## src/rtl/bdq_pkg.sv

```systemverilog
// Shared types and constants for the bounded deque with contents dump.
// No dependencies; every other file of the block imports this package.
`timescale 1ns / 1ps
`default_nettype none

package bdq_pkg;

  localparam int unsigned WORD_W = 32;
  localparam int unsigned CMD_W  = 3;
  localparam int unsigned STAT_W = 3;
  localparam int unsigned CNT_W  = 5;

  // Capacity after reset and the hard limit on words in one dump.
  localparam logic [CNT_W-1:0] CAP_RESET = 5'd10;
  localparam int unsigned      DUMP_LIM  = 16;

  // Command codes on the input channel.
  typedef enum logic [CMD_W-1:0] {
    CMD_PUSH_LEFT  = 3'd0,
    CMD_PUSH_RIGHT = 3'd1,
    CMD_POP_LEFT   = 3'd2,
    CMD_POP_RIGHT  = 3'd3,
    CMD_QUERY      = 3'd4
  } cmd_t;

  // Status codes on the result channel.
  typedef enum logic [STAT_W-1:0] {
    ST_CONTENT     = 3'd0,
    ST_REFUSE_FULL = 3'd1,
    ST_REFUSE_EMPT = 3'd2,
    ST_NOW_EMPTY   = 3'd3,
    ST_QUERY_ANS   = 3'd4
  } status_t;

  // One decoded command waiting between front and back.
  typedef struct packed {
    cmd_t                     op;
    logic signed [WORD_W-1:0] value;
  } op_item_t;

  // Back-end sequencer states.
  typedef enum logic {
    BK_IDLE,
    BK_DUMP
  } state_t;

endpackage

`default_nettype wire

```

## src/rtl/bdq_if.sv

```systemverilog
// Valid/ready channel interfaces for the command beats and the result beats.
// Depends on bdq_pkg for field widths.
`timescale 1ns / 1ps
`default_nettype none

interface bdq_in_if import bdq_pkg::*; ();
  logic                     valid;
  logic                     ready;
  logic [CMD_W-1:0]         cmd;
  logic signed [WORD_W-1:0] push_value;

  modport source (output valid, output cmd, output push_value, input ready);
  modport sink   (input valid, input cmd, input push_value, output ready);
endinterface

interface bdq_out_if import bdq_pkg::*; ();
  logic                     valid;
  logic                     ready;
  logic [STAT_W-1:0]        status;
  logic signed [WORD_W-1:0] word;
  logic                     full_flag;
  logic                     empty_flag;
  logic                     last;

  modport source (output valid, output status, output word, output full_flag,
                  output empty_flag, output last, input ready);
  modport sink   (input valid, input status, input word, input full_flag,
                  input empty_flag, input last, output ready);
endinterface

`default_nettype wire

```

## src/rtl/bdq_front.sv

```systemverilog
// Front end: accepts command beats, drops unused codes and queues the rest
// in a two-entry queue for the back end. Depends on bdq_pkg and bdq_if.
`timescale 1ns / 1ps
`default_nettype none

module bdq_front import bdq_pkg::*; (
  input  wire logic  clk,
  input  wire logic  rst_n,
  bdq_in_if.sink     in_ch,
  output op_item_t   op_item,
  output logic       op_valid,
  input  wire logic  op_ready
);

  logic [1:0] cnt_r, cnt_nxt;
  logic       wr_ptr_r, rd_ptr_r;
  op_item_t   q_r [2];
  logic       keep;
  logic       in_fire, push, pop;

  // Only the five defined codes enter the queue.
  always_comb begin
    unique case (in_ch.cmd) inside
      CMD_PUSH_LEFT, CMD_PUSH_RIGHT, CMD_POP_LEFT, CMD_POP_RIGHT, CMD_QUERY:
        keep = 1'b1;
      default:
        keep = 1'b0;
    endcase
  end

  assign in_ch.ready = (cnt_r != 2'd2);
  assign in_fire     = in_ch.valid && in_ch.ready;
  assign push        = in_fire && keep;
  assign op_valid    = (cnt_r != 2'd0);
  assign pop         = op_valid && op_ready;
  assign op_item     = q_r[rd_ptr_r];

  always_comb begin
    cnt_nxt = cnt_r;
    case ({push, pop})
      2'b10:   cnt_nxt = cnt_r + 2'd1;
      2'b01:   cnt_nxt = cnt_r - 2'd1;
      default: cnt_nxt = cnt_r;
    endcase
  end

  // Queue pointers and fill level.
  always_ff @(posedge clk) begin
    if (!rst_n) begin
      cnt_r    <= 2'd0;
      wr_ptr_r <= 1'b0;
      rd_ptr_r <= 1'b0;
    end else begin
      cnt_r <= cnt_nxt;
      if (push) wr_ptr_r <= ~wr_ptr_r;
      if (pop)  rd_ptr_r <= ~rd_ptr_r;
    end
  end

  // Queue entries carry no reset.
  always_ff @(posedge clk) begin
    if (push) begin
      q_r[wr_ptr_r].op    <= cmd_t'(in_ch.cmd);
      q_r[wr_ptr_r].value <= in_ch.push_value;
    end
  end

endmodule

`default_nettype wire

```

## src/rtl/bdq_back.sv

```systemverilog
// Back end: holds the circular store, the deque pointers and the capacity
// register, carries out commands and streams the contents dump.
// Depends on bdq_pkg and bdq_if.
`timescale 1ns / 1ps
`default_nettype none

module bdq_back import bdq_pkg::*; #(
  parameter int unsigned DEPTH = 16
) (
  input  wire logic             clk,
  input  wire logic             rst_n,
  input  wire logic             cfg_we,
  input  wire logic [CNT_W-1:0] cfg_wdata,
  input  op_item_t              op_item,
  input  wire logic             op_valid,
  output logic                  op_ready,
  bdq_out_if.source             out_ch
);

  localparam int unsigned AW  = (DEPTH > 1) ? $clog2(DEPTH) : 1;
  localparam int unsigned SW  = ((AW > CNT_W) ? AW : CNT_W) + 1;
  localparam int unsigned LIM = (DEPTH < DUMP_LIM) ? DEPTH : DUMP_LIM;
  localparam logic [CNT_W-1:0] CAP_LIM  = CNT_W'(LIM);
  localparam logic [SW-1:0]    DEPTH_S  = SW'(DEPTH);
  localparam logic [AW-1:0]    LAST_POS = AW'(DEPTH - 1);

  state_t            state_r, state_nxt;
  logic [AW-1:0]     left_r, left_nxt;
  logic [CNT_W-1:0]  count_r, count_nxt;
  logic [CNT_W-1:0]  cap_r, eff_cap;
  logic [CNT_W-1:0]  idx_r, idx_nxt, idx_sel;
  logic              rv_r, rv_nxt;

  logic [WORD_W-1:0] mem [DEPTH];
  logic [WORD_W-1:0] rdata_r;
  logic              mem_we;
  logic [AW-1:0]     wr_addr, rd_addr, right_pos, left_dec, left_inc;
  logic [SW-1:0]     rd_sum, wr_sum;

  logic              ov_r, ov_nxt;
  status_t           ostat_r, ostat_nxt;
  logic [WORD_W-1:0] oword_r, oword_nxt;
  logic              ofull_r, ofull_nxt, oempty_r, oempty_nxt, olast_r, olast_nxt;

  logic slot_free, op_fire, full_now, empty_now, is_push, is_pop;
  logic start_dump, dump_fire, dump_last;

  // Capacity register, to be written only while the block is idle; not enforced here.
  always_ff @(posedge clk) begin
    if (!rst_n) cap_r <= CAP_RESET;
    else if (cfg_we) cap_r <= cfg_wdata;
  end

  // Zero counts as one; anything above the store or dump limit saturates.
  always_comb begin
    if (cap_r == '0)          eff_cap = CNT_W'(1);
    else if (cap_r > CAP_LIM) eff_cap = CAP_LIM;
    else                      eff_cap = cap_r;
  end

  assign slot_free = !ov_r || out_ch.ready;
  assign op_ready  = (state_r == BK_IDLE) && slot_free;
  assign op_fire   = op_valid && op_ready;
  assign full_now  = (count_r >= eff_cap);
  assign empty_now = (count_r == '0);
  assign is_push   = (op_item.op == CMD_PUSH_LEFT) || (op_item.op == CMD_PUSH_RIGHT);
  assign is_pop    = (op_item.op == CMD_POP_LEFT) || (op_item.op == CMD_POP_RIGHT);
  assign start_dump = (is_push && !full_now) ||
                      (is_pop && !empty_now && (count_r != CNT_W'(1)));
  assign dump_fire = (state_r == BK_DUMP) && rv_r && slot_free;
  assign dump_last = (idx_r + CNT_W'(1) == count_r);

  // Store positions: each sum stays below twice the depth, so one subtract wraps it.
  assign left_dec = (left_r == '0) ? LAST_POS : left_r - AW'(1);
  assign left_inc = (left_r == LAST_POS) ? '0 : left_r + AW'(1);
  assign wr_sum    = SW'(left_r) + SW'(count_r);
  assign right_pos = (wr_sum >= DEPTH_S) ? AW'(wr_sum - DEPTH_S) : AW'(wr_sum);
  assign idx_sel   = dump_fire ? idx_r + CNT_W'(1) : idx_r;
  assign rd_sum    = SW'(left_r) + SW'(idx_sel);
  assign rd_addr   = (rd_sum >= DEPTH_S) ? AW'(rd_sum - DEPTH_S) : AW'(rd_sum);
  assign wr_addr   = (op_item.op == CMD_PUSH_LEFT) ? left_dec : right_pos;
  assign mem_we    = op_fire && is_push && !full_now;

  // Next state of the sequencer.
  always_comb begin
    state_nxt = state_r;
    unique case (state_r)
      BK_IDLE: if (op_fire && start_dump) state_nxt = BK_DUMP;
      BK_DUMP: if (dump_fire && dump_last) state_nxt = BK_IDLE;
      default: state_nxt = BK_IDLE;
    endcase
  end

  // Pointer updates and result beats.
  always_comb begin
    left_nxt   = left_r;
    count_nxt  = count_r;
    idx_nxt    = idx_r;
    rv_nxt     = 1'b0;
    ov_nxt     = slot_free ? 1'b0 : ov_r;
    ostat_nxt  = ostat_r;
    oword_nxt  = oword_r;
    ofull_nxt  = ofull_r;
    oempty_nxt = oempty_r;
    olast_nxt  = olast_r;
    unique case (state_r)
      BK_IDLE: begin
        idx_nxt = '0;
        if (op_fire) begin
          // Defaults for a single-beat answer taken on the current state.
          oword_nxt  = '0;
          olast_nxt  = 1'b1;
          ofull_nxt  = full_now;
          oempty_nxt = empty_now;
          if (is_push) begin
            if (full_now) begin
              ov_nxt    = 1'b1;
              ostat_nxt = ST_REFUSE_FULL;
            end else begin
              count_nxt = count_r + CNT_W'(1);
              if (op_item.op == CMD_PUSH_LEFT) left_nxt = left_dec;
            end
          end else if (is_pop) begin
            if (empty_now) begin
              ov_nxt    = 1'b1;
              ostat_nxt = ST_REFUSE_EMPT;
            end else begin
              count_nxt = count_r - CNT_W'(1);
              if (op_item.op == CMD_POP_LEFT) left_nxt = left_inc;
              // Popping the only word answers with a single empty beat.
              if (count_r == CNT_W'(1)) begin
                ov_nxt     = 1'b1;
                ostat_nxt  = ST_NOW_EMPTY;
                ofull_nxt  = 1'b0;
                oempty_nxt = 1'b1;
              end
            end
          end else begin
            ov_nxt    = 1'b1;
            ostat_nxt = ST_QUERY_ANS;
          end
        end
      end
      BK_DUMP: begin
        // The first cycle only fetches word zero; then one word per free slot.
        rv_nxt = 1'b1;
        if (dump_fire) begin
          ov_nxt     = 1'b1;
          ostat_nxt  = ST_CONTENT;
          oword_nxt  = rdata_r;
          ofull_nxt  = full_now;
          oempty_nxt = 1'b0;
          olast_nxt  = dump_last;
          idx_nxt    = idx_r + CNT_W'(1);
          if (dump_last) rv_nxt = 1'b0;
        end
      end
      default: ;
    endcase
  end

  // Control registers.
  always_ff @(posedge clk) begin
    if (!rst_n) begin
      state_r <= BK_IDLE;
      left_r  <= '0;
      count_r <= '0;
      idx_r   <= '0;
      rv_r    <= 1'b0;
      ov_r    <= 1'b0;
    end else begin
      state_r <= state_nxt;
      left_r  <= left_nxt;
      count_r <= count_nxt;
      idx_r   <= idx_nxt;
      rv_r    <= rv_nxt;
      ov_r    <= ov_nxt;
    end
  end

  // Result register payload.
  always_ff @(posedge clk) begin
    ostat_r  <= ostat_nxt;
    oword_r  <= oword_nxt;
    ofull_r  <= ofull_nxt;
    oempty_r <= oempty_nxt;
    olast_r  <= olast_nxt;
  end

  // Circular store: one write port, one registered read port.
  always_ff @(posedge clk) begin
    if (mem_we) mem[wr_addr] <= op_item.value;
    rdata_r <= mem[rd_addr];
  end

  assign out_ch.valid      = ov_r;
  assign out_ch.status     = ostat_r;
  assign out_ch.word       = oword_r;
  assign out_ch.full_flag  = ofull_r;
  assign out_ch.empty_flag = oempty_r;
  assign out_ch.last       = olast_r;

endmodule

`default_nettype wire

```

## src/rtl/bounded_deque_with_dump.sv

```systemverilog
// Bounded double-ended queue of 32-bit words, dumped after each non-emptying change.
//
// Channels: in_ch carries command beats (cmd, push_value), out_ch carries
// result beats (status, word, full_flag, empty_flag, last); both move a beat
// when valid and ready are high at a rising edge. cfg_we/cfg_wdata write the
// capacity register (reset value 10), to be done while the block is idle.
// A command beat is registered in the front queue; a one-beat answer (refusal,
// query, now-empty) is then registered in the output register. The back end takes
// one one-beat command per cycle while the output register is free; a push or pop
// that leaves words first updates the pointers, then fetches the first word from the
// store's registered read port, then sends one word per cycle while out_ch is ready.
// Unused codes are accepted and dropped. Reset empties the deque and the front
// queue; store contents are not cleared, and no unwritten word is ever sent.
// When the receiver stalls, the output register holds its beat, the dump
// pauses, and the front queue takes up to two more commands before in_ch.ready falls.
// Depends on bdq_pkg, bdq_if, bdq_front and bdq_back.
`timescale 1ns / 1ps
`default_nettype none

module bounded_deque_with_dump import bdq_pkg::*; #(
  parameter int unsigned DEPTH = 16
) (
  input  wire logic             clk,
  input  wire logic             rst_n,
  bdq_in_if.sink                in_ch,
  bdq_out_if.source             out_ch,
  input  wire logic             cfg_we,
  input  wire logic [CNT_W-1:0] cfg_wdata
);

  op_item_t op_item;
  logic     op_valid;
  logic     op_ready;

  bdq_front u_front (
    .clk      (clk),
    .rst_n    (rst_n),
    .in_ch    (in_ch),
    .op_item  (op_item),
    .op_valid (op_valid),
    .op_ready (op_ready)
  );

  bdq_back #(.DEPTH(DEPTH)) u_back (
    .clk       (clk),
    .rst_n     (rst_n),
    .cfg_we    (cfg_we),
    .cfg_wdata (cfg_wdata),
    .op_item   (op_item),
    .op_valid  (op_valid),
    .op_ready  (op_ready),
    .out_ch    (out_ch)
  );

endmodule

`default_nettype wire
```

## src/flat_wrapper.sv

```systemverilog
// flat-port wrapper written by rule: the top's interface ports become plain ports
module bounded_deque_with_dump_flat import bdq_pkg::*;
#(
  parameter int unsigned DEPTH = 16
)
  (clk, rst_n, cfg_we, cfg_wdata, in_ch_valid, in_ch_cmd, in_ch_push_value, in_ch_ready, out_ch_valid, out_ch_status, out_ch_word, out_ch_full_flag, out_ch_empty_flag, out_ch_last, out_ch_ready);
  bdq_in_if in_ch_i ();
  bdq_out_if out_ch_i ();
  input  wire logic clk;
  input  wire logic rst_n;
  input  wire logic cfg_we;
  input  wire logic [CNT_W-1:0] cfg_wdata;
  input wire logic [$bits(in_ch_i.valid)-1:0] in_ch_valid;
  input wire logic [$bits(in_ch_i.cmd)-1:0] in_ch_cmd;
  input wire logic [$bits(in_ch_i.push_value)-1:0] in_ch_push_value;
  output wire logic [$bits(in_ch_i.ready)-1:0] in_ch_ready;
  output wire logic [$bits(out_ch_i.valid)-1:0] out_ch_valid;
  output wire logic [$bits(out_ch_i.status)-1:0] out_ch_status;
  output wire logic [$bits(out_ch_i.word)-1:0] out_ch_word;
  output wire logic [$bits(out_ch_i.full_flag)-1:0] out_ch_full_flag;
  output wire logic [$bits(out_ch_i.empty_flag)-1:0] out_ch_empty_flag;
  output wire logic [$bits(out_ch_i.last)-1:0] out_ch_last;
  input wire logic [$bits(out_ch_i.ready)-1:0] out_ch_ready;
  assign in_ch_i.valid = in_ch_valid;
  assign in_ch_i.cmd = in_ch_cmd;
  assign in_ch_i.push_value = in_ch_push_value;
  assign in_ch_ready = in_ch_i.ready;
  assign out_ch_valid = out_ch_i.valid;
  assign out_ch_status = out_ch_i.status;
  assign out_ch_word = out_ch_i.word;
  assign out_ch_full_flag = out_ch_i.full_flag;
  assign out_ch_empty_flag = out_ch_i.empty_flag;
  assign out_ch_last = out_ch_i.last;
  assign out_ch_i.ready = out_ch_ready;
  bounded_deque_with_dump #(.DEPTH(DEPTH)) u_core (.clk(clk), .rst_n(rst_n), .in_ch(in_ch_i), .out_ch(out_ch_i), .cfg_we(cfg_we), .cfg_wdata(cfg_wdata));
endmodule
```

## config.mk

```make
export PLATFORM = sky130hd
export DESIGN_NAME = bounded_deque_with_dump_flat
export DESIGN_NICKNAME = d
export VERILOG_FILES = /design/src/rtl/bdq_pkg.sv /design/src/rtl/bdq_if.sv /design/src/rtl/bdq_front.sv /design/src/rtl/bdq_back.sv /design/src/rtl/bounded_deque_with_dump.sv /design/src/flat_wrapper.sv
export SDC_FILE = /design/constraint.sdc
export NUM_CORES = 1
export LEC_CHECK = 0
export BUFFER_PORTS_ARGS = -buffer_cell sky130_fd_sc_hd__buf_2
export CORE_UTILIZATION = 56
export DETAILED_ROUTE_END_ITERATION = 8
export GPL_ROUTABILITY_DRIVEN = 1
export PLACE_DENSITY_LB_ADDON = 0.1
export SLEW_MARGIN = 20
export SYNTH_ARGS = -nofsm -noshare
export SYNTH_HDL_FRONTEND = slang
export SYNTH_HIERARCHICAL = 1
export SYNTH_SLANG_ARGS = --single-unit
```

## constraint.sdc

```tcl
create_clock -name clk -period 4.65 [get_ports clk]
set_input_delay 0.93 -clock clk [delete_from_list [all_inputs] [get_ports clk]]
set_output_delay 0.93 -clock clk [all_outputs]
set_load 0.01 [all_outputs]
```

* After elaboration in Yosys (flattened, before gate mapping)
Memories as Yosys holds them, arrays and structs flattened. A register that Yosys moved wholly into a read port is not among the register bits.
Index checks and enable logic that the tools add are counted.
** Word-level totals
- Flip-flop bits (word level) :: 64
- Bits in writable memories :: 582
- Output and inout port bits :: 40
- Logic and storage cells :: 160
- Memories :: 2
** Memories
- u_core.u_back.mem :: words 16, bits a word 32, rd ports 1, clocked after Yosys merged registers in 1, write ports 1, RTL line bdq_back.sv:34 : logic [WORD_W-1:0] mem [DEPTH];
- u_core.u_front.q_r :: words 2, bits a word 35, rd ports 1, clocked after Yosys merged registers in 1, write ports 1, RTL line bdq_front.sv:17 : op_item_t q_r [2];
** Cells by class
- $add $sub $neg :: 11
- Magnitude comparators :: 4
- Equality and inequality tests :: 21
- Mux-type cells :: 69
- Bitwise gates (word level) :: 3
- Reductions and logical operators :: 35
** Operators with widths (count)
- 2-to-1 mux 32 bit :: 2
- one-hot mux 32 bit (2 select lines) :: 1
- 2-to-1 mux 4 bit :: 11
- 2-to-1 mux 5 bit :: 7
- 2-to-1 mux 1 bit :: 33
- 2-to-1 mux 3 bit :: 7
- logical AND 1 bit :: 13
- adder 4 x 5 -> 6 bit :: 2
- == test 3 x 2 -> 1 bit, second input constant :: 4
- >= comparator 6 x 5 -> 1 bit, second input constant :: 2
- subtractor 4 x 1 -> 4 bit, second input constant :: 3
- adder 5 x 1 -> 5 bit, second input constant :: 2
- zero test 5 bit :: 2
- one-hot mux 1 bit (2 select lines) :: 5
- one-hot mux 5 bit (2 select lines) :: 1
- nonzero test 2 bit :: 4
- AND reduction 7 bit :: 1
- == test 3 x 1 -> 1 bit, second input constant :: 2
- zero test 3 bit :: 2
- inequality test 2 x 1 -> 1 bit, second input constant :: 3
- inequality test 2 bit, second input constant :: 3
- one-hot mux 3 bit (2 select lines) :: 1
- == test 5 x 1 -> 1 bit, second input constant :: 1
- == test 5 bit :: 1
- 22 further kinds :: 30

* Depth between registers and ports, before layout
Gate-level depths: netlist (run 1).
- Depth after elaboration :: 10
- Depth in mapped cells :: 10
- Gate-level depth less buffers :: 9

* Hierarchy
Netlist (run 1), hierarchy kept.
** By module, submodules not included
- bdq_back :: times used 1, cells each 1054, area an instance 23157.2 µm², sequential area each 17596.9 µm²
- bdq_front :: times used 1, cells each 135, area an instance 2751.4 µm², sequential area each 2202.1 µm²

* Least setup slack after synthesis (run 1)
Ideal clock, no wire load.
- Kind :: reg2reg
- Start point :: reg with a tool-made name
- End point :: mem u_core.u_back.mem[0][0], enable pin
- Arrival time :: 4.128 ns
- Data required time :: 4.189 ns
- Setup slack :: 0.061 ns
- Stages on the path, launching flop included :: 9
- Period minus slack after synthesis :: 4.589 ns
- Path through :: dfxtp_1 -> buf_2 -> buf_2 -> mux2_2 -> nor3_2 -> o311ai_0 -> o21ai_0 -> nand2_1 -> nor3_1
** RTL lines (RTL line)
- to (decl) :: bdq_back.sv:34

==> impl_metrics.ini, run 1 <==
[yosys]
async_reset_ff_share_pct = 0
ys_top_cells_by_area = edfxtp_1 (72%), mux4_2 (14%), dfxtp_1 (4.6%)
ys_ff_latch = 679
synthCells = 1189
ys_top_cells_by_count = edfxtp_1 (620), mux4_2 (160), dfxtp_1 (59)
yosysTopAreaCell = edfxtp_1
synth_cell_type_count = 54
synth_edf_count = 620
yosysWarnings = 6
synth.net_count = 1256
ys_seq_area_share_pct = 76.4
synth.most_common_cell = edfxtp_1
synth_top_flop_cell = edfxtp_1
synth_top_area_share_pct = 71.9
syn-cell-area_um2 = 25900
synth_area_per_cell_um2 = 21.8

[placed_design]
io_buffers = 84
routabilityCongestion = 0.757
post-place-ws_ns = 0.475
hpwl_mm = 28.4

[clock_network]
cts_inserted_buffers = 68
root_buffer = clkbuf_16
clock_path_buffers = 3
clock_sinks = 679
cts_resized = 0
tritoncts = built
holdBufCountCts = 0
clk_latency_ns = 0.58
htree_levels = 3
post_cts_buffers = 0
cts.reportedPaths.clkPinSlew_ns = 0.06

[critical_path]
cp-end-kind = flop
crit_path_start_kind = flop
r2r-end = u_core/u_back/mem[0][11]
r2r_slack_ns = 1.04
rr_worst_depth = 7
slowest_stage = dfxtp_2
required_ns = 4.86
critPathKind = reg -> reg
crit_family = simple AND/OR/NAND/NOR gates
cp.depth = 7
critPathMaxStageDelay_ns = 0.71
path_max_fanout = 32
worstPathCellList = mux2_2 -> nor3_2 -> o311ai_0 -> o21ai_0 -> nand2_1 -> nor3_2 -> buf_4
setup.worst_path.end = u_core/u_back/mem[0][11]
crit_buf_inv = 1
cp.arrival_ns = 3.82
critPathMostFrequentCell = nor3_2

[detailed_routing]
first_pass_iters = 4
vias = 12000
wl_per_cell_um = 26.4
drt_first_iter_violations = 946
via_per_inst = 6.03
wirelength_mm = 52.4
drc = 0
antenna_left = 0

[layout]
diodes = 0
nets = 1400
drive_gt1_share_pct = 32.9
area_delta_synth_final_pct = 14.5

[die]
core_area_um2 = 45500
fp.dieW_um = 217
row_count = 78
io_pins = 85
die_h_um = 217
start_util_pct = 57.0
fp.dieArea_um2 = 47100

[power_and_ir_drop]
p_leak_nw = 9.55
total_power_mw = 15.9
powerDensity_nw_per_um2 = 535
ir_worst_vdd_uv = 383

[worst_hold_path]
hold_path.class = reg -> reg
min_from = u_core/u_back/rdata_r[30]

[timing]
fmax_mhz = 277
min_period_over_period_pct = 77.7
report.final.slew_viol_count = 0
rsz0062_at_grt = false
min_period_ns = 3.61
tightest_slew_ns = 0.991
relSlewSlack_pct = 32.0
final-setup-viol-count = 0
skew_ns = 0.0170
setup_slack_ns = 1.04
hold_viol_final = 0
tns_ns = 0

[grt]
antenna_found_initial = 0
grt_start_max_net_pins = 53
grt_pass1_vias = 12400
grt_pass1_wl_mm = 77.9
grt_overflow = 0
grt_use_total_pct = 23.2

[run_status]
status = completed

[job]
cap_violations = 0
[kinds of logic after synthesis]
family                     count (synthesis)  synth area share [%]
xor gates and xnor gates                  22                 0.773
DFF                                      679                  76.4
buffers and inverters                     66                  1.35
AOI/OAI and AO/OA                         59                  1.54
and+or+nand+nor                          134                  2.89
adders and majority gates                 22                  1.12
muxes                                    207                  15.9
[metrics by stage]
stage | util, % | cell area (µm²) | cells | hold slack, ns
2_1_floorplan | - | 25900 | 1189 | 0.451
3_3_place_gp | 60.2 | 27400 | 1863 | 0.489
3_5_place_dp | 60.2 | 27400 | 1863 | 0.498
4_1_cts | 65.2 | 29700 | 1986 | 0.493
5_1_grt | 65.2 | 29700 | 1986 | 0.501
6_report | 65.2 | 29700 | 1986 | 0.512
[layer usage]
metal	vias up	share of wire [%]	global-route usage, %
li1	5213	-	-
met1	6363	44	32.7
met2	326	49	37.5
met3	83	5.3	4.10
met4	0	2.1	7.00
met5	-	0	0
[flip-flops by register name, indices dropped and copies added (netlist names), named ones only]
signal and cells:
u_core/u_back/out_ch.last 1, u_core/u_back/cap_r 5, u_core/u_back/idx_r 4, u_core/u_back/rdata_r 32, u_core/u_front/cnt_r 2, u_core/u_back/count_r 5
u_core/u_back/out_ch.status 3, u_core/u_back/rv_r 1, u_core/u_back/mem 512, u_core/u_back/state_r 1, u_core/u_back/out_ch.word 32, u_core/u_back/left_r 4
u_core/u_back/out_ch.full_flag 1, u_core/u_back/out_ch.empty_flag 1, u_core/u_front/rd_ptr_r 1, u_core/u_front/wr_ptr_r 1, u_core/u_front/q_r 70
[layout by cell type (no fill, tap or decap), types with 5 or more instances in the layout]
cell type / Yosys / routed
a21oi_1: 13 / 13
and2_1: 35 / 35
buf_12: 0 / 11
buf_2: 10 / 84
buf_4: 12 / 33
bufinv_16: 0 / 9
clkbuf_1: 25 / 10
clkbuf_16: 0 / 71
clkbuf_8: 0 / 5
clkinv_1: 0 / 15
clkinv_2: 0 / 8
dfxtp_1: 59 / 57
edfxtp_1: 620 / 620
ha_1: 20 / 19
inv_1: 12 / 12
mux2_2: 37 / 37
mux2i_1: 10 / 10
mux4_2: 160 / 160
nand2_1: 18 / 18
nand2b_1: 6 / 6
nand3_1: 5 / 5
nor2_1: 16 / 14
nor2b_1: 9 / 9
nor3_1: 22 / 6
nor3_2: 2 / 18
o21ai_0: 9 / 9
o31ai_1: 5 / 5
or3_1: 5 / 5
xnor2_1: 16 / 15
xor2_1: 5 / 5
[how the worst min path moves through the flow]
stage,endpoint,slack [ns],cells past startpoint
detailed placement,u_core/u_back/cap_r[3],0.50,2
global route,u_core/u_front/q_r[0][14],0.50,1
CTS,u_core/u_front/q_r[1][21],0.49,1
floorplan,u_core/u_front/wr_ptr_r,0.45,2
finish,u_core/u_back/out_ch.word[30],0.51,1
global placement,u_core/u_back/cap_r[0],0.49,2
[cell type report]
type	instances	area, µm²
Clock inverter	37	405
Inverter	12	45.0
Multi-Input combinational cell	444	5890
Sequential cell	679	19800
Timing Repair Buffer	128	888
Tap cell	600	751
Clock buffer	86	1880
Fill cell	3065	15800
[report_power, final]
group | switching (mW) | internal (mW) | total [mW]
logic | 1.50 | 1.12 | 2.62
clock network | 2.19 | 3.36 | 5.55
registers | 0.200 | 7.51 | 7.71
total | 3.88 | 12.0 | 15.9
Power figures use the tool's default switching activity.
==> inputs of run 2 (changes only) <==
==> constraint.sdc (replaced) <==
create_clock -name clk -period 3.2 [get_ports clk]
set_input_delay 0.64 -clock clk [delete_from_list [all_inputs] [get_ports clk]]
set_output_delay 0.64 -clock clk [all_outputs]
set_load 0.01 [all_outputs]
==> impl_metrics.ini, run 2 (synthesis gave the netlist of run 1 again) <==
[placed_design]
routabilityCongestion = 0.809
io_buffers = 84
dpl.cell_count = 1914
hpwl_mm = 30.0

[critical_path]
rr_worst_depth = 9
critPathMostFrequentCell = mux4_2
cp.arrival_ns = 3.64
crit_path_start_kind = flop
r2r-end = u_core/u_back/rdata_r[20]
critPathMaxStageDelay_ns = 0.93
required_ns = 3.67
slowest_stage = fa_4
worstPathCellList = nor2b_4 -> nor2_1 -> buf_4 -> mux2_4 -> fa_4 -> clkbuf_16 -> buf_12 -> mux4_2 -> mux4_2
r2r_slack_ns = 0.03
crit_family = multiplexers
critPathKind = reg -> reg
path_max_fanout = 8
cp-end-kind = flop
crit_buf_inv = 3

[power_and_ir_drop]
p_leak_nw = 10.1
powerDensity_nw_per_um2 = 768
total_power_mw = 23.6
ir_worst_vdd_uv = 587

[layout]
final_common_cell = edfxtp_1
n_fill_cell = 2878
drive_gt1_share_pct = 35.8
largestRegisters = u_core/u_back/mem: 512 flops, u_core/u_front/q_r: 70 flops
area_delta_synth_final_pct = 18.8
final_cells = 2049
nets = 1461
mostFrequentLayoutCells = edfxtp_1 (620), mux4_2 (160), buf_2 (84)
largest_reg_flops = 512
largest-register = u_core/u_back/mem

[clock_network]
clock_sinks = 679
clk_latency_ns = 0.59
htree_levels = 3
tritoncts = built
root_buffer = clkbuf_16
cts_inserted_buffers = 69
clock_path_buffers = 3
cts.reportedPaths.clkPinSlew_ns = 0.06

[die]
die_h_um = 217
fp.dieW_um = 217
start_util_pct = 57.0
io_pins = 85
row_count = 78
fp.dieArea_um2 = 47100
core_area_um2 = 45500

[detailed_routing]
first_pass_iters = 7
vias = 12300
via_per_inst = 6.01
wirelength_mm = 53.7
antenna_left = 0
drc = 0
drt_first_iter_violations = 1122
wl_per_cell_um = 26.2

[worst_hold_path]
holdPathEnd = u_core/u_front/q_r[0][21]
min_from = in_ch_push_value[21]
whs_path_depth = 1
hold_path.class = in -> reg

[grt]
antenna_found_initial = 1
grt_use_total_pct = 23.5
grt_pass1_wl_mm = 79.4
grt_pass1_vias = 12700
grt_start_max_net_pins = 41
grt_overflow = 0

[timing]
final-setup-viol-count = 0
fmax_mhz = 315
hold_ws_ns = 0.231
report.final.slew_viol_count = 0
skew_ns = 0.0243
min_period_over_period_pct = 99.1
rsz0062_at_grt = true
hold_viol_final = 0
min_period_ns = 3.17
relSlewSlack_pct = 29.4
tns_ns = 0
tightest_slew_ns = 1.06

[run_status]
status = completed

[job]
cap_violations = 0
-- run 2: changes by cell type in the layout (fill, tap and decap cells not counted), moves of 3 or more --
cell / change
buf_12: +30
buf_4: +19
nor3_2: -17
nor3_4: +17
clkbuf_16: +9
clkbuf_1: +7
clkinv_1: -5
buf_6: +3
clkinvlp_4: -3
-- run 2: cell type report --
| type | count | area [µm²] | share of cell area, % |
|---|---|---|---|
| Clock inverter | 32 | 359 | 1.17 |
| Timing Repair Buffer | 188 | 1860 | 6.03 |
| Antenna cell | 1 | 2.50 | 0.00813 |
| Multi-Input combinational cell | 444 | 6030 | 19.6 |
| Clock buffer | 93 | 1930 | 6.28 |
| Inverter | 12 | 45.0 | 0.146 |
| Sequential cell | 679 | 19800 | 64.3 |
| Tap cell | 600 | 751 | 2.44 |
-- run 2: metal layers --
layer,wire length [µm],track usage (%),vias to the layer above
met4,995,7.14,0
met1,23100,34.2,6504
met5,0,0,-
met2,26500,37.6,384
li1,-,-,5345
met3,3140,3.37,78
-- run 2: power by group --
group / switching [mW] / internal, mW
registers: 0.238 / 10.9
logic: 2.46 / 1.97
clock network: 3.23 / 4.82
total: 5.92 / 17.7
-- run 2: timing repair --
action | CTS | global route
pin swaps | 0 | 2
endpoints found under the setup margin | 6 | 26
gates cloned | 0 | 7
buffers inserted | 1 | 1
hold buffers | 0 | 0
resized for setup | 1 | 10
-- run 2: per-stage QoR --
step / area (µm²) / setup WS (ns) / utilization, %
2_1_floorplan: 26100 / 0.000593 / -
3_3_place_gp: 28200 / -0.413 / 62.1
3_5_place_dp: 28200 / -0.406 / 62.1
4_1_cts: 30500 / 0.0177 / 67.2
5_1_grt: 30800 / -0.0308 / 67.7
6_report: 30800 / 0.0298 / 67.7
-- run 2: worst max path at each step --
stage                                      to          from  slack [ns]  cells after the start
floorplan           u_core/u_back/rdata_r[10]  out_ch_ready      0.0006                      8
global placement    u_core/u_back/rdata_r[19]  out_ch_ready       -0.41                     11
detailed placement  u_core/u_back/rdata_r[28]  out_ch_ready       -0.41                     11
CTS                 u_core/u_back/rdata_r[20]          flop        0.02                     10
global route        u_core/u_back/rdata_r[28]          flop       -0.03                     10
finish              u_core/u_back/rdata_r[20]          flop        0.03                      9
-- run 2: worst reg2reg max path: cells and delay by family, from the launching register on --
kind                     cells  cell delay, ns
multiplexers                 3            1.11
adder cells (fa/ha/maj)      1            0.93
buffers and inverters        3            0.48
flip-flops                   1            0.32
AND/OR/NAND/NOR              2            0.20
==> inputs of run 3 (changes only) <==
--- a/config.mk
+++ b/config.mk
@@ -13,5 +13,4 @@
 export SLEW_MARGIN = 20
 export SYNTH_ARGS = -nofsm -noshare
 export SYNTH_HDL_FRONTEND = slang
-export SYNTH_HIERARCHICAL = 1
 export SYNTH_SLANG_ARGS = --single-unit
==> impl_metrics.ini, run 3 <==
[run_status]
status = completed

[grt]
grt_overflow = 0
grt_start_max_net_pins = 41
antenna_found_initial = 0
grt_use_total_pct = 23.8
grt_pass1_wl_mm = 80.4
grt_pass1_vias = 12700

[placed_design]
dpl.cell_count = 1927
routabilityCongestion = 0.835
io_buffers = 84
hpwl_mm = 30.4

[yosys]
yosysTopAreaCell = edfxtp_1
ys_ff_latch = 679
synth.net_count = 1280
async_reset_ff_share_pct = 0
ys_top_cells_by_count = edfxtp_1 (620), mux4_2 (160), dfxtp_1 (59)
synth_area_per_cell_um2 = 21.4
synth_top_area_share_pct = 71.6
synth.most_common_cell = edfxtp_1
ys_top_cells_by_area = edfxtp_1 (72%), mux4_2 (14%), dfxtp_1 (4.5%)
synthCells = 1213
synth_cell_type_count = 61
yosysWarnings = 0
synth_edf_count = 620
ys_seq_area_share_pct = 76.1
syn-cell-area_um2 = 26000
synth_top_flop_cell = edfxtp_1

[critical_path]
worstPathCellList = and2b_1 -> nor2_4 -> mux2_4 -> fa_4 -> buf_6 -> buf_6 -> mux4_2 -> mux4_2
r2r_slack_ns = 0.04
path_max_fanout = 9
slowest_stage = fa_4
critPathKind = reg -> reg
cp.arrival_ns = 3.63
crit_path_start_kind = flop
crit_family = multiplexers
critPathMaxStageDelay_ns = 0.90
required_ns = 3.66
crit_buf_inv = 2
cp-end-kind = flop

[power_and_ir_drop]
p_leak_nw = 10.0
powerDensity_nw_per_um2 = 762
total_power_mw = 23.3
ir_worst_vdd_uv = 607

[timing]
tightest_slew_ns = 1.08
min_period_ns = 3.16
rsz0062_at_grt = false
fmax_mhz = 316
final-setup-viol-count = 0
skew_ns = 0.0147
tns_ns = 0
min_period_over_period_pct = 98.9
relSlewSlack_pct = 28.0
report.final.slew_viol_count = 0
hold_viol_final = 0

[job]
cap_violations = 0

[die]
row_count = 78
fp.dieW_um = 217
io_pins = 85
core_area_um2 = 45600
die_h_um = 217
start_util_pct = 57.1
fp.dieArea_um2 = 47300

[layout]
nets = 1476
mostFrequentLayoutCells = edfxtp_1 (620), mux4_2 (160), buf_2 (84)
area_delta_synth_final_pct = 17.8
largest-register = u_core.u_back.mem
final_common_cell = edfxtp_1
diodes = 0
drive_gt1_share_pct = 34.5
n_fill_cell = 2895
largestRegisters = u_core.u_back.mem: 512 flops, u_core.u_front.q_r: 70 flops
largest_reg_flops = 512
final_cells = 2060

[clock_network]
clk_latency_ns = 0.59
clock_sinks = 679
tritoncts = built
cts.reportedPaths.clkPinSlew_ns = 0.06
holdBufCountCts = 0
cts_inserted_buffers = 69
htree_levels = 3
root_buffer = clkbuf_16
clock_path_buffers = 3

[detailed_routing]
drc = 0
drt_first_iter_violations = 1120
via_per_inst = 6.02
first_pass_iters = 5
wl_per_cell_um = 26.7
wirelength_mm = 55.1
vias = 12400
antenna_left = 0

[worst_hold_path]
hold_path.class = in -> reg
==> run 3: cell types whose count changed in the layout (fill, tap and decap cells not counted), moves of 5 or more <==
cell	before	now
nor2_1	14	22
nor3_4	17	8
nor3_1	6	11
nor2_4	3	11
nand2_1	17	24
clkinv_1	10	5
clkbuf_1	17	24
buf_4	52	40
a21oi_1	13	19
a31oi_1	4	9
==> run 3: worst paths after layout <==
check / from / endpoint / cells after the start
worst max-delay path: u_core.u_back.out_ch.valid / u_core.u_back.rdata_r[18] / 8
worst min-delay path: in_ch_push_value[25] / u_core.u_front.q_r[0][25] / 1
worst max register to register: u_core.u_back.out_ch.valid / u_core.u_back.rdata_r[18] / 8
worst min register to register: u_core.u_back.rdata_r[4] / u_core.u_back.out_ch.word[4] / 1
==> run 3: per-stage QoR <==
step                instance area, µm²  util (%)  setup WS [ns]  hold slack [ns]
floorplan                        26100         -         -0.403            0.461
global placement                 28300      62.1         -0.426            0.485
detailed placement               28300      62.1         -0.464            0.496
CTS                              30400      66.8        0.00296            0.198
global route                     30600      67.2        0.00129            0.205
finish                           30600      67.2         0.0362            0.237
==> run 3: cells by family (layout without fill, tap and decap cells) <==
kind of cell             Yosys count  count (layout)  synth area share, %
XOR/XNOR                          21              21                0.808
AO/OA/AOI/OAI                     72              72                 1.98
AND/OR/NAND/NOR                  149             149                 2.98
buffers and inverters             64             311                 1.15
multiplexers                     206             206                 15.8
flip-flops                       679             679                 76.1
adder cells (fa/ha/maj)           22              22                 1.12
==> run 3: metal layers <==
layer / part of all wire [%] / global-route usage (%) / vias to the layer above
li1: - / - / 5381
met1: 42 / 33.2 / 6516
met2: 50 / 39.0 / 397
met3: 5.6 / 4.14 / 99
met4: 2.2 / 6.76 / 0
met5: 0 / 0 / -
==> run 3: cell type report <==
type | count | area, µm² | area share [%]
clock buffer | 101 | 1950 | 6.36
clock inverter | 21 | 190 | 0.621
inverter | 12 | 45.0 | 0.147
multi-input combinational | 470 | 6120 | 20.0
sequential | 679 | 19800 | 64.6
tap | 600 | 751 | 2.45
timing repair buffer | 177 | 1770 | 5.79
==> run 3: where the power goes <==
| group | total [mW] | switching [mW] | internal [mW] |
|---|---|---|---|
| Combinational | 4.44 | 2.66 | 1.78 |
| Sequential | 11.3 | 0.228 | 11.0 |
| Clock | 7.64 | 3.17 | 4.47 |
| Total | 23.3 | 6.06 | 17.3 |
==> run 3: timing repair <==
action / 4_1_cts / 5_1_grt
setup endpoints to repair: 3 / 28
pin swaps: 0 / 2
cloned: 0 / 7
setup buffers: 0 / 4
gates resized for setup: 1 / 6
